===== src/hdl/sparse_score_top_k_select_defines.svh =====
// Assertion macros shared by the sparse score top-k select RTL.
// Define NO_ASSERTIONS to compile them away; no other dependencies.
`ifndef SPARSE_SCORE_TOP_K_SELECT_DEFINES_SVH
`define SPARSE_SCORE_TOP_K_SELECT_DEFINES_SVH

`ifndef NO_ASSERTIONS
// Property checked at every rising clock edge outside reset.
`define SSTKS_ASSERT(lbl, clk, rst_n, prop, msg) \
    lbl: assert property (@(posedge clk) disable iff (!rst_n) prop) else $error(msg);
// Condition that must never hold outside reset.
`define SSTKS_NEVER(lbl, clk, rst_n, cond, msg) \
    lbl: assert property (@(posedge clk) disable iff (!rst_n) !(cond)) else $error(msg);
`else
`define SSTKS_ASSERT(lbl, clk, rst_n, prop, msg)
`define SSTKS_NEVER(lbl, clk, rst_n, cond, msg)
`endif

`endif


===== src/hdl/sstks_pkg.sv =====
// Shared widths, constants and structs of the sparse score top-k select block.
// No dependencies; every other RTL file refers to it by scoped names.
`timescale 1ns / 1ps
`default_nettype none

package sstks_pkg;

    localparam int EX_W        = 16;
    localparam int CAND_W      = 16;
    localparam int ID_W        = 17;
    localparam int VAL_W       = 16;
    localparam int PROD_W      = 32;
    localparam int BIAS_W      = 32;
    localparam int SUM_W       = 40;
    localparam int SCORE_W     = 41;
    localparam int RANK_W      = 3;
    localparam int EMIT_MAX    = 5;
    localparam int QUEUE_DEPTH = 4;
    localparam int QPTR_W      = 2;
    localparam int QCNT_W      = 3;

    // One classified item as it waits in the queue.
    typedef struct packed {
        logic [EX_W-1:0]   example_id;
        logic [ID_W-1:0]   cand_p1;
        logic              insert;
        logic              has_term;
        logic [PROD_W-1:0] product;
        logic              close_cand;
        logic [BIAS_W-1:0] bias;
        logic              close_ex;
    } entry_t;

    // Item after the accumulator.
    typedef struct packed {
        logic [EX_W-1:0]   example_id;
        logic [ID_W-1:0]   cand_p1;
        logic              insert;
        logic              close_ex;
        logic [SUM_W-1:0]  sum;
        logic [BIAS_W-1:0] bias;
    } stage_a_t;

    // Item carrying its final score.
    typedef struct packed {
        logic [EX_W-1:0]    example_id;
        logic [ID_W-1:0]    cand_p1;
        logic               insert;
        logic               close_ex;
        logic [SCORE_W-1:0] score;
    } stage_b_t;

    // Ranking handed to the result stage; ids[0] is the best rank.
    typedef struct packed {
        logic                           valid;
        logic [EX_W-1:0]                example_id;
        logic [RANK_W-1:0]              count;
        logic [EMIT_MAX-1:0][ID_W-1:0]  ids;
    } emit_req_t;

endpackage

`default_nettype wire


===== src/hdl/sstks_front.sv =====
// Front part: forms the product term and classifies each accepted item.
// Depends on sstks_pkg; writes into the queue in sstks_fifo.
`timescale 1ns / 1ps
`default_nettype none

module sstks_front #(
    parameter int NUM_CANDIDATES = 65536
) (
    input  wire logic [sstks_pkg::EX_W-1:0]         example_id,
    input  wire logic [sstks_pkg::CAND_W-1:0]       candidate,
    input  wire logic                               has_term,
    input  wire logic signed [sstks_pkg::VAL_W-1:0] feature_value,
    input  wire logic signed [sstks_pkg::VAL_W-1:0] weight,
    input  wire logic                               closes_candidate,
    input  wire logic [sstks_pkg::BIAS_W-1:0]       bias,
    input  wire logic                               closes_example,
    input  wire logic                               push,
    output logic                                    full,
    input  wire logic                               q_full,
    output logic                                    q_wr_en,
    output sstks_pkg::entry_t                       q_wr_data
);

    logic signed [sstks_pkg::PROD_W-1:0] product;
    logic                                in_range;

    assign product  = feature_value * weight;
    assign in_range = {1'b0, candidate} < sstks_pkg::ID_W'(NUM_CANDIDATES);

    always_comb
    begin
        q_wr_data.example_id = example_id;
        q_wr_data.cand_p1    = {1'b0, candidate} + sstks_pkg::ID_W'(1);
        // Out-of-range closes still clear the sum but never enter the list.
        q_wr_data.insert     = closes_candidate && in_range;
        q_wr_data.has_term   = has_term;
        q_wr_data.product    = product;
        q_wr_data.close_cand = closes_candidate;
        q_wr_data.bias       = bias;
        q_wr_data.close_ex   = closes_example;
    end

    assign q_wr_en = push;
    assign full    = q_full;

endmodule

`default_nettype wire


===== src/hdl/sstks_fifo.sv =====
// Short queue between front and back parts of the top-k select block.
// Depends on sstks_pkg for the entry type and depth.
`timescale 1ns / 1ps
`default_nettype none
`include "sparse_score_top_k_select_defines.svh"

module sstks_fifo (
    input  wire logic              clk,
    input  wire logic              rst_n,
    input  wire logic              wr_en,
    input  wire sstks_pkg::entry_t wr_data,
    output logic                   full,
    input  wire logic              rd_en,
    output sstks_pkg::entry_t      rd_data,
    output logic                   empty
);

    localparam logic [sstks_pkg::QCNT_W-1:0] DEPTH_CNT =
        sstks_pkg::QCNT_W'(sstks_pkg::QUEUE_DEPTH);

    sstks_pkg::entry_t                 mem_reg [sstks_pkg::QUEUE_DEPTH];
    logic [sstks_pkg::QPTR_W-1:0]      wr_ptr_reg;
    logic [sstks_pkg::QPTR_W-1:0]      rd_ptr_reg;
    logic [sstks_pkg::QCNT_W-1:0]      count_reg;
    logic [sstks_pkg::QCNT_W-1:0]      count_next;
    logic                              do_wr;
    logic                              do_rd;

    assign full  = count_reg == DEPTH_CNT;
    assign empty = count_reg == '0;
    assign do_wr = wr_en && !full;
    assign do_rd = rd_en && !empty;

    always_comb
    begin
        count_next = count_reg;
        if (do_wr && !do_rd)
        begin
            count_next = count_reg + sstks_pkg::QCNT_W'(1);
        end
        else if (do_rd && !do_wr)
        begin
            count_next = count_reg - sstks_pkg::QCNT_W'(1);
        end
    end

    always_ff @(posedge clk or negedge rst_n)
    begin
        if (!rst_n)
        begin
            wr_ptr_reg <= '0;
            rd_ptr_reg <= '0;
            count_reg  <= '0;
        end
        else
        begin
            count_reg <= count_next;
            if (do_wr)
            begin
                wr_ptr_reg <= wr_ptr_reg + sstks_pkg::QPTR_W'(1);
            end
            if (do_rd)
            begin
                rd_ptr_reg <= rd_ptr_reg + sstks_pkg::QPTR_W'(1);
            end
        end
    end

    always_ff @(posedge clk)
    begin
        if (do_wr)
        begin
            mem_reg[wr_ptr_reg] <= wr_data;
        end
    end

    assign rd_data = mem_reg[rd_ptr_reg];

    `SSTKS_NEVER(a_fifo_count, clk, rst_n, count_reg > DEPTH_CNT, "queue count above depth")

endmodule

`default_nettype wire


===== src/hdl/sstks_back.sv =====
// Back part: saturating accumulator, bias add and sorted best-score list.
// Depends on sstks_pkg; reads sstks_fifo and feeds sstks_emit.
`timescale 1ns / 1ps
`default_nettype none
`include "sparse_score_top_k_select_defines.svh"

module sstks_back #(
    parameter int MAX_RANKS = 5
) (
    input  wire logic              clk,
    input  wire logic              rst_n,
    input  wire logic              cfg_valid,
    input  wire logic              cfg_data,
    input  wire logic              q_empty,
    input  wire sstks_pkg::entry_t q_data,
    output logic                   q_pop,
    input  wire logic              emit_ready,
    output sstks_pkg::emit_req_t   emit_req
);

    localparam int KEEP_N = (MAX_RANKS < sstks_pkg::EMIT_MAX) ? MAX_RANKS : sstks_pkg::EMIT_MAX;
    localparam int SW = sstks_pkg::SUM_W;
    localparam int CW = sstks_pkg::SCORE_W;
    localparam int IW = sstks_pkg::ID_W;

    logic                      keep_five_reg;
    logic [SW-1:0]             sum_reg;
    logic [SW-1:0]             sum_next;
    logic                      a_valid_reg;
    sstks_pkg::stage_a_t       a_reg;
    sstks_pkg::stage_a_t       a_next;
    logic                      b_valid_reg;
    sstks_pkg::stage_b_t       b_reg;
    sstks_pkg::stage_b_t       b_next;

    logic signed [CW-1:0]      score_reg [MAX_RANKS];
    logic [IW-1:0]             id_reg    [MAX_RANKS];
    logic [MAX_RANKS-1:0]      filled_reg;
    logic signed [CW-1:0]      score_next [MAX_RANKS];
    logic [IW-1:0]             id_next    [MAX_RANKS];
    logic [MAX_RANKS-1:0]      ins_filled;
    logic [MAX_RANKS-1:0]      filled_next;
    logic signed [CW-1:0]      prev_score [MAX_RANKS];
    logic [IW-1:0]             prev_id    [MAX_RANKS];
    logic [MAX_RANKS-1:0]      prev_filled;
    logic [MAX_RANKS-1:0]      beats;
    logic [MAX_RANKS-1:0]      beats_prev;
    logic [MAX_RANKS-1:0]      filled_inc;

    logic                      adv;
    logic                      take;
    logic [CW-1:0]             acc_wide;
    logic [SW-1:0]             sat_sum;
    logic [SW-1:0]             term_sum;

    // Hold the whole back part while a closing item waits for the result stage.
    assign adv   = !(b_valid_reg && b_reg.close_ex && !emit_ready);
    assign take  = adv && !q_empty;
    assign q_pop = take;

    // Accumulate with saturation to the 40-bit range.
    always_comb
    begin
        acc_wide = {sum_reg[SW-1], sum_reg}
                 + {{(CW - sstks_pkg::PROD_W){q_data.product[sstks_pkg::PROD_W-1]}}, q_data.product};
        if (acc_wide[CW-1] != acc_wide[CW-2])
        begin
            sat_sum = acc_wide[CW-1] ? {1'b1, {(SW-1){1'b0}}} : {1'b0, {(SW-1){1'b1}}};
        end
        else
        begin
            sat_sum = acc_wide[SW-1:0];
        end
        term_sum = q_data.has_term ? sat_sum : sum_reg;

        sum_next = sum_reg;
        if (take)
        begin
            sum_next = (q_data.close_cand || q_data.close_ex) ? '0 : term_sum;
        end

        a_next.example_id = q_data.example_id;
        a_next.cand_p1    = q_data.cand_p1;
        a_next.insert     = q_data.insert;
        a_next.close_ex   = q_data.close_ex;
        a_next.sum        = term_sum;
        a_next.bias       = q_data.bias;
    end

    always_comb
    begin
        b_next.example_id = a_reg.example_id;
        b_next.cand_p1    = a_reg.cand_p1;
        b_next.insert     = a_reg.insert;
        b_next.close_ex   = a_reg.close_ex;
        b_next.score      = {a_reg.sum[SW-1], a_reg.sum}
                          + {{(CW - sstks_pkg::BIAS_W){a_reg.bias[sstks_pkg::BIAS_W-1]}}, a_reg.bias};
    end

    // Sorted insert: the list is descending with filled slots first, so the
    // slots the new score beats form a suffix; shift that suffix down one.
    always_comb
    begin
        prev_score[0] = score_reg[0];
        prev_id[0]    = id_reg[0];
        for (int i = 1; i < MAX_RANKS; i++)
        begin
            prev_score[i] = score_reg[i-1];
            prev_id[i]    = id_reg[i-1];
        end
        prev_filled = filled_reg << 1;

        for (int i = 0; i < MAX_RANKS; i++)
        begin
            beats[i] = !filled_reg[i] || ($signed(b_reg.score) > score_reg[i]);
        end
        beats_prev = beats << 1;

        for (int i = 0; i < MAX_RANKS; i++)
        begin
            score_next[i] = score_reg[i];
            id_next[i]    = id_reg[i];
            ins_filled[i] = filled_reg[i];
            if (b_reg.insert)
            begin
                if (beats_prev[i])
                begin
                    score_next[i] = prev_score[i];
                    id_next[i]    = prev_id[i];
                    ins_filled[i] = prev_filled[i];
                end
                else if (beats[i])
                begin
                    score_next[i] = $signed(b_reg.score);
                    id_next[i]    = b_reg.cand_p1;
                    ins_filled[i] = 1'b1;
                end
            end
        end

        filled_next = filled_reg;
        if (b_valid_reg && adv)
        begin
            filled_next = b_reg.close_ex ? '0 : ins_filled;
        end
    end

    always_comb
    begin
        emit_req.valid      = b_valid_reg && b_reg.close_ex;
        emit_req.example_id = b_reg.example_id;
        emit_req.count      = keep_five_reg ? sstks_pkg::RANK_W'(KEEP_N) : sstks_pkg::RANK_W'(1);
        emit_req.ids        = '0;
        for (int i = 0; i < KEEP_N; i++)
        begin
            emit_req.ids[i] = ins_filled[i] ? id_next[i] : '0;
        end
    end

    assign filled_inc = filled_reg + MAX_RANKS'(1);

    always_ff @(posedge clk or negedge rst_n)
    begin
        if (!rst_n)
        begin
            keep_five_reg <= 1'b0;
            sum_reg       <= '0;
            a_valid_reg   <= 1'b0;
            b_valid_reg   <= 1'b0;
            filled_reg    <= '0;
        end
        else
        begin
            if (cfg_valid)
            begin
                keep_five_reg <= cfg_data;
            end
            sum_reg    <= sum_next;
            filled_reg <= filled_next;
            if (adv)
            begin
                a_valid_reg <= !q_empty;
                b_valid_reg <= a_valid_reg;
            end
        end
    end

    always_ff @(posedge clk)
    begin
        if (take)
        begin
            a_reg <= a_next;
        end
        if (adv)
        begin
            b_reg <= b_next;
        end
        if (b_valid_reg && adv)
        begin
            score_reg <= score_next;
            id_reg    <= id_next;
        end
    end

    `SSTKS_ASSERT(a_back_prefix, clk, rst_n, (filled_inc & filled_reg) == '0, "not a prefix")
    `SSTKS_ASSERT(a_back_hold, clk, rst_n, !adv |=> (b_valid_reg && b_reg.close_ex), "close lost")

endmodule

`default_nettype wire


===== src/hdl/sstks_emit.sv =====
// Result stage: holds one ranking and delivers it one rank per pop.
// Depends on sstks_pkg for the ranking struct.
`timescale 1ns / 1ps
`default_nettype none
`include "sparse_score_top_k_select_defines.svh"

module sstks_emit (
    input  wire logic                         clk,
    input  wire logic                         rst_n,
    input  wire sstks_pkg::emit_req_t         req,
    output logic                              ready,
    output logic                              empty,
    input  wire logic                         pop,
    output logic [sstks_pkg::EX_W-1:0]        example_out,
    output logic [sstks_pkg::RANK_W-1:0]      rank,
    output logic [sstks_pkg::ID_W-1:0]        candidate_plus_one,
    output logic                              last
);

    logic                                                  busy_reg;
    logic [sstks_pkg::RANK_W-1:0]                          k_reg;
    logic [sstks_pkg::RANK_W-1:0]                          count_reg;
    logic [sstks_pkg::EX_W-1:0]                            ex_reg;
    logic [sstks_pkg::EMIT_MAX-1:0][sstks_pkg::ID_W-1:0]   ids_reg;
    logic                                                  take_out;
    logic                                                  load;

    assign last     = k_reg == (count_reg - sstks_pkg::RANK_W'(1));
    assign take_out = pop && busy_reg;
    // Take the next ranking in the same cycle the final rank leaves.
    assign ready    = !busy_reg || (take_out && last);
    assign load     = req.valid && ready;

    always_ff @(posedge clk or negedge rst_n)
    begin
        if (!rst_n)
        begin
            busy_reg <= 1'b0;
            k_reg    <= '0;
        end
        else
        begin
            if (load)
            begin
                busy_reg <= 1'b1;
                k_reg    <= '0;
            end
            else if (take_out)
            begin
                busy_reg <= !last;
                k_reg    <= k_reg + sstks_pkg::RANK_W'(1);
            end
        end
    end

    always_ff @(posedge clk)
    begin
        if (load)
        begin
            count_reg <= req.count;
            ex_reg    <= req.example_id;
            ids_reg   <= req.ids;
        end
        else if (take_out)
        begin
            ids_reg <= ids_reg >> sstks_pkg::ID_W;
        end
    end

    assign empty              = !busy_reg;
    assign example_out        = ex_reg;
    assign rank               = k_reg;
    assign candidate_plus_one = ids_reg[0];

    `SSTKS_ASSERT(a_emit_rank, clk, rst_n, busy_reg |-> (k_reg < count_reg), "rank beyond count")
    `SSTKS_ASSERT(a_emit_drain, clk, rst_n, (take_out && last && !req.valid) |=> empty, "not drained")

endmodule

`default_nettype wire


===== src/hdl/sparse_score_top_k_select.sv =====
// Sparse score top-k select: top level tying front, queue, back and result stage.
// Depends on sstks_pkg, sstks_front, sstks_fifo, sstks_back and sstks_emit.
//
// Usage:
//   Input is a queue write port: an item enters at a clock edge with push high
//   and full low. Each item carries at most one product term of a candidate;
//   closes_candidate adds the bias and ranks the candidate, closes_example
//   releases the ranking.
//   Results are a queue read port: while empty is low the oldest result sits on
//   example_out, rank, candidate_plus_one and last; pop high takes it.
//   cfg_valid/cfg_data write keep_five (cfg_ready is always high): 0 gives one
//   rank per example, 1 gives min(5, MAX_RANKS) ranks.
// Timing:
//   One item per cycle sustained while the result stage keeps up. An item passes
//   the queue, the accumulator stage and the score stage; the list update
//   follows, and with it the result stage takes a closing item's ranking.
//   Results leave one per cycle while pop is high; a second closing item waits
//   at the list stage until the result stage has taken the previous ranking's
//   final rank, and the queue backs up. If pop stays low, results hold and full
//   rises once the four-entry queue fills.
// Reset: clears queue, running sum, list and keep_five; no results pending.
`timescale 1ns / 1ps
`default_nettype none

module sparse_score_top_k_select #(
    parameter int MAX_RANKS      = 5,
    parameter int NUM_CANDIDATES = 65536
) (
    input  wire logic                               clk,
    input  wire logic                               rst_n,
    input  wire logic                               cfg_valid,
    output logic                                    cfg_ready,
    input  wire logic                               cfg_data,
    input  wire logic [sstks_pkg::EX_W-1:0]         example_id,
    input  wire logic [sstks_pkg::CAND_W-1:0]       candidate,
    input  wire logic                               has_term,
    input  wire logic signed [sstks_pkg::VAL_W-1:0] feature_value,
    input  wire logic signed [sstks_pkg::VAL_W-1:0] weight,
    input  wire logic                               closes_candidate,
    input  wire logic signed [sstks_pkg::BIAS_W-1:0] bias,
    input  wire logic                               closes_example,
    input  wire logic                               push,
    output logic                                    full,
    output logic [sstks_pkg::EX_W-1:0]              example_out,
    output logic [sstks_pkg::RANK_W-1:0]            rank,
    output logic [sstks_pkg::ID_W-1:0]              candidate_plus_one,
    output logic                                    last,
    output logic                                    empty,
    input  wire logic                               pop
);

    logic                  q_full;
    logic                  q_wr_en;
    sstks_pkg::entry_t     q_wr_data;
    logic                  q_empty;
    logic                  q_pop;
    sstks_pkg::entry_t     q_rd_data;
    logic                  emit_ready;
    sstks_pkg::emit_req_t  emit_req;

    assign cfg_ready = 1'b1;

    sstks_front #(
        .NUM_CANDIDATES (NUM_CANDIDATES)
    ) u_front (
        .example_id       (example_id),
        .candidate        (candidate),
        .has_term         (has_term),
        .feature_value    (feature_value),
        .weight           (weight),
        .closes_candidate (closes_candidate),
        .bias             (bias),
        .closes_example   (closes_example),
        .push             (push),
        .full             (full),
        .q_full           (q_full),
        .q_wr_en          (q_wr_en),
        .q_wr_data        (q_wr_data)
    );

    sstks_fifo u_fifo (
        .clk     (clk),
        .rst_n   (rst_n),
        .wr_en   (q_wr_en),
        .wr_data (q_wr_data),
        .full    (q_full),
        .rd_en   (q_pop),
        .rd_data (q_rd_data),
        .empty   (q_empty)
    );

    sstks_back #(
        .MAX_RANKS (MAX_RANKS)
    ) u_back (
        .clk        (clk),
        .rst_n      (rst_n),
        .cfg_valid  (cfg_valid),
        .cfg_data   (cfg_data),
        .q_empty    (q_empty),
        .q_data     (q_rd_data),
        .q_pop      (q_pop),
        .emit_ready (emit_ready),
        .emit_req   (emit_req)
    );

    sstks_emit u_emit (
        .clk                (clk),
        .rst_n              (rst_n),
        .req                (emit_req),
        .ready              (emit_ready),
        .empty              (empty),
        .pop                (pop),
        .example_out        (example_out),
        .rank               (rank),
        .candidate_plus_one (candidate_plus_one),
        .last               (last)
    );

endmodule

`default_nettype wire


===== config.mk =====
export PLATFORM = sky130hd
export DESIGN_NAME = sparse_score_top_k_select
export DESIGN_NICKNAME = d
export VERILOG_FILES = /design/src/hdl/sstks_pkg.sv /design/src/hdl/sstks_front.sv /design/src/hdl/sstks_fifo.sv /design/src/hdl/sstks_back.sv /design/src/hdl/sstks_emit.sv /design/src/hdl/sparse_score_top_k_select.sv
export VERILOG_INCLUDE_DIRS = /design/src /design/src/hdl
export SDC_FILE = /design/constraint.sdc
export NUM_CORES = 2
export LEC_CHECK = 0
export BUFFER_PORTS_ARGS = -buffer_cell sky130_fd_sc_hd__buf_4
export CORE_UTILIZATION = 60
export CTS_BUF_LIST = sky130_fd_sc_hd__clkbuf_4 sky130_fd_sc_hd__clkbuf_8
export DETAILED_ROUTE_END_ITERATION = 6
export MAX_ROUTING_LAYER = met4
export PLACE_DENSITY = 0.89
export SYNTH_ARGS = -nofsm -noshare
export SYNTH_HDL_FRONTEND = slang
export SYNTH_SLANG_ARGS = --single-unit

===== constraint.sdc =====
create_clock -name clk -period 13.74 [get_ports clk]
set_input_delay 1.374 -clock clk [delete_from_list [all_inputs] [get_ports clk]]
set_output_delay 1.374 -clock clk [all_outputs]
set_load 0.01 [all_outputs]

Word-level counts from Yosys, hierarchy flattened

Memory sizes are Yosys's and may differ from the RTL's.
Cells that the tools add are included.

Register bits: 636
Bits in writable memories: 404
Input bits: 105
Output and inout port bits: 40
Word-level logic and storage cells: 157
Memories: 1

Add/subtract/negate cells: 9
Multiply operators: 1
Order comparisons: 5
Equality and inequality tests: 3
Muxes and demuxes: 57
Reductions and logical operators: 43

Memory list:

| name           | depth | bits a word | rd ports | clocked after Yosys merged registers in | write ports | RTL line         | RTL |
|---|---|---|---|---|---|---|---|
| u_fifo.mem_reg | 4     | 101         | 1        | 0                                       | 1           | sstks_fifo.sv:21 | `sstks_pkg::entry_t mem_reg [sstks_pkg::QUEUE_DEPTH];` |

Operators by type and width:

| cell                                              | count |
|---|---|
| 2-to-1 mux 41 bit                                 | 8 |
| 2-to-1 mux 17 bit                                 | 19 |
| greater-than comparator 41 bit                    | 5 |
| 2-to-1 mux 85 bit                                 | 2 |
| 2-to-1 mux 40 bit                                 | 4 |
| adder 40 x 32 -> 41 bit                           | 2 |
| multiplier 16 x 16 -> 32 bit                      | 1 |
| 2-to-1 mux 1 bit                                  | 18 |
| adder 16 x 1 -> 17 bit (second input constant)    | 1 |
| 2-to-1 mux 3 bit                                  | 5 |
| AND reduction 3 bit                               | 5 |
| zero test 1 bit                                   | 13 |
| nonzero test 2 bit                                | 6 |
| logical AND 1 bit                                 | 11 |
| logical OR 1 bit                                  | 7 |
| adder 3 x 1 -> 3 bit (second input constant)      | 2 |
| subtractor 3 x 1 -> 3 bit (second input constant) | 2 |
| 2-to-1 mux 5 bit                                  | 1 |
| adder 2 x 1 -> 2 bit (second input constant)      | 2 |
| == test 3 bit                                     | 1 |
| == test 3 bit (second input constant)             | 1 |
| zero test 3 bit                                   | 1 |
| inequality test 1 bit                             | 1 |

Depth between registers and ports, before layout

Depth after elaboration: 12
Depth in mapped cells: 24
Gate-level depth less buffers: 23

Cells and area by module

Synthesis repeated with hierarchy kept, for this count alone.

Cells, all modules: 4956
Area, all modules: 61465.2 µm²

By module, submodules not included:

| module                    | times used | cells each | area each (µm²) | seq. area each (µm²) |
|---|---|---|---|---|
| sstks_back                | 1          | 2917       | 31169.9         | 15404.8 |
| sstks_fifo                | 1          | 564        | 15063.2         | 12306.8 |
| sstks_front               | 1          | 1226       | 10725.3         | 0.0 |
| sstks_emit                | 1          | 247        | 4495.6          | 3223.1 |
| sparse_score_top_k_select | 1          | 2          | 11.3            | 0.0 |

Worst setup path before layout

No wires, ideal clock.

Path type: in2reg
From: input feature_value[10] in the netlist's numbering
To: memory u_fifo.mem_reg[0][64] in the netlist's numbering, data pin
Setup time: 156 ps
Data arrival time: 7365 ps
Path slack: 6218 ps
Stages: 21
Path through: clkbuf_1 > nand2_1 > fa_1 > fa_1 > inv_1 > fa_1 > inv_1 > fa_1 > fa_1 > fa_1 > inv_1 > ha_1 > and2_1 > a221o_1 > a31oi_2 > a21oi_2 > a221oi_4 > o21ai_1 > o41a_1 > or4_1 > nand4b_1

RTL lines:

| element     | RTL line                        | RTL |
|---|---|---|
| from (decl) | sparse_score_top_k_select.sv:37 | `input wire logic signed [sstks_pkg::VAL_W-1:0] feature_value,` |
| to (decl)   | sstks_fifo.sv:21                |  |

==> results.yml <==
status:
  status: "complete, no violations"
route:
  first_pass_iters: 5
  via_per_inst: 6.18
  route.final.wire_length_mm: 136
  drc: 0
  drt_iter0_markers: 3737
  vias: 39153
  wl_per_cell_um: 21.5
  ant_nets: 0
global_routing:
  track_usage_pct: 28.1
  antenna_found_initial: 6
  grt_overflow_total: 0
  grt_first_pass_wirelength_mm: 215
  grt_pass1_vias: 40131
  grt_max_degree: 100
sta:
  relSlewSlack_pct: 4.13
  fin_tns_setup_ns: 0
  period_share_pct: 52.0
  finalMaxSlewViolations: 0
  fmax_mhz: 140
  finalClockSkew_ns: 0.0470
  tightestPinTransition_ns: 1.43
  rsz0062_at_grt: "no"
  hold_viol: 0
  finalSetupViolCount: 0
  finalCriticalPeriod_ns: 7.15
worst_setup_path:
  r2r-start: "u_fifo.rd_ptr_reg[0]$_DFFE_PN0P_"
  crit_type: "in -> reg"
  cp_max_fo: 16
  endpoint_kind: "register"
  worstSetupStartpointType: "input pin"
  critPathRequiredTime_ns: 14.43
  cp-startpoint: "feature_value[10]"
  reg2reg_depth: 14
  critical_path_arrival_ns: 7.84
final_layout:
  fin_cells: 6338
  utilization_pct: 66.1
  nNetsFinal: 5661
  drive_gt1_share_pct: 12.4
  design_area_um2: 65000
  area_growth_pct: 9.05
  largest_reg_flops: 400
worst_hold_path:
  holdCritPathClass: "in -> async"
synth:
  avgSynthCellArea_um2: 12.4
  synth.area.top_cells: "edfxtp_1, fa_1, ha_1"
  synth_cell_types: 80
  syn-instance-count: 4804
  synth_fp_nets: 5549
  synth_largest_area_cell: "edfxtp_1"
  ys_seq_area_share_pct: 51.6
  synth_edf_count: 975
  ys.flop_type: "edfxtp_1"
  syn_area_um2: 59600
  synth.ff_latch_count: 1034
  yosys_warnings: 0
  async_flop_share_pct: 5.71
  synth_top_area_share_pct: 49.1
clocking:
  htreeDepth: 4
  cts_sinks: 1034
  root_buffer: "clkbuf_8"
  clkTransAtPathRegs_ns: 0.07
  cts_max_path_buffers: 3
  insertion_delay_ns: 0.87
  postCtsHoldBufs: 0
  post-cts-setup-buffers: 0
  cts_buffers: 155
  cts_resized: 0
  tritoncts: "yes"
floorplan:
  die-area_um2: 101000
  start_util_pct: 60.6
  row_count: 115
  core_um2: 98400
  dieWidth_um: 317
  die_h_um: 317
  io_pins: 145
placement:
  routabilityCongestion: 0.950
  hpwlAfterDp_mm: 94.3
  place_inst: 6046
  placed_area_um2: 61800
  io_buffers: 143
run:
  cap_viol_max_count: 0
-- area by class of cell --
cell class                 count  area, um^2
clock inverter                75         608
multi-input combinational   2967       25900
antenna                        7        17.5
clock buffer                 210        2630
sequential                  1034       30800
timing repair buffer         172        1290
fill                        6645       33400
inverter                     586        2200
tap                         1287        1610
-- kinds of logic after synthesis --
kind of cell	Yosys count	synth area share, %
other	1	0.00629
AO/OA/AOI/OAI	1019	11.5
buffers and inverters	803	5.24
flip-flops	1034	51.6
AND/OR/NAND/NOR	1023	8.17
adder cells (fa/ha/maj)	640	16.8
multiplexers	164	4.93
XOR/XNOR	120	1.76
-- per-layer routing --
metal,share of wire [%],global-route usage (%),vias to the layer above,wire [um]
li1,-,-,17632,-
met1,38,33.8,19277,52300
met2,51,47.4,1896,69300
met3,7.0,4.19,348,9500
met4,3.7,11.6,0,5050
met5,0,-,-,0
-- synthesized netlist by cell type (all sizes together), types with 21 or more instances --
library cell / count
a211oi: 21
a21o: 115
a21oi: 131
a221o: 88
a22o: 42
a2bb2oi: 34
a31oi: 22
and2: 153
and3: 37
buf: 60
clkbuf: 157
dfrtp: 59
edfxtp: 975
fa: 265
ha: 375
inv: 585
mux2: 44
mux2i: 21
mux4: 99
nand2: 425
nand3: 72
nand4: 53
nor2: 155
nor2b: 28
nor3: 37
o211ai: 37
o21a: 33
o21ai: 339
o21bai: 23
o22ai: 39
xnor2: 81
xor2: 39
-- metrics by stage --
| step | hold WS (ns) | setup slack, ns |
|---|---|---|
| floorplan | 0.400 | 6.22 |
| global placement | 0.401 | 5.96 |
| detailed placement | 0.405 | 5.77 |
| CTS | 0.277 | 6.70 |
| global route | 0.313 | 6.36 |
| finish | 0.334 | 6.59 |
-- critical path, cell delays in order --
cell and delay, ns:
buf_4 0.21, nand2_1 0.11, fa_1 0.51, fa_1 0.55
inv_1 0.06, fa_1 0.51, inv_1 0.06, fa_1 0.57
fa_1 0.44, fa_1 0.49, inv_1 0.05, ha_1 0.34
and2_1 0.20, a221o_1 0.31, a31oi_2 0.23, a21oi_2 0.15
a221oi_4 0.42, o21ai_1 0.18, o41a_1 0.41, or4_1 0.49
nand4b_1 0.18
-- cells in the final DEF, fill, tap and decap left out, drive strengths merged, types with 44 or more instances in the layout --
cell type | netlist | layout
nand3 | 72 | 72
clkbuf | 157 | 210
xnor2 | 81 | 81
nand4 | 53 | 53
a21o | 115 | 115
nor2 | 155 | 155
clkinv | 1 | 56
o21ai | 339 | 339
dfrtp | 59 | 59
nand2 | 425 | 425
buf | 60 | 172
inv | 585 | 596
fa | 265 | 265
a21oi | 131 | 131
mux4 | 99 | 99
mux2 | 44 | 44
edfxtp | 975 | 975
a221o | 88 | 88
ha | 375 | 375
and2 | 153 | 153
-- worst paths after layout --
check / endpoint / slack (ns)
max in group asynchronous: u_fifo.rd_ptr_reg[0]$_DFFE_PN0P_ / 12.22
setup / recovery: u_fifo.mem_reg[1][64]$_DFFE_PP_ / 6.59
setup reg to reg: u_back.a_reg[45]$_DFFE_PP_ / 6.79
min in group clk: u_back.b_reg[58]$_DFFE_PN_ / 0.42
hold reg to reg: u_back.b_reg[58]$_DFFE_PN_ / 0.42
hold / removal: u_back.filled_reg[2]$_DFFE_PN0P_ / 0.33
Power is not shown: default switching activity piles up to over one toggle a cycle in this logic, so the estimate is an artifact.
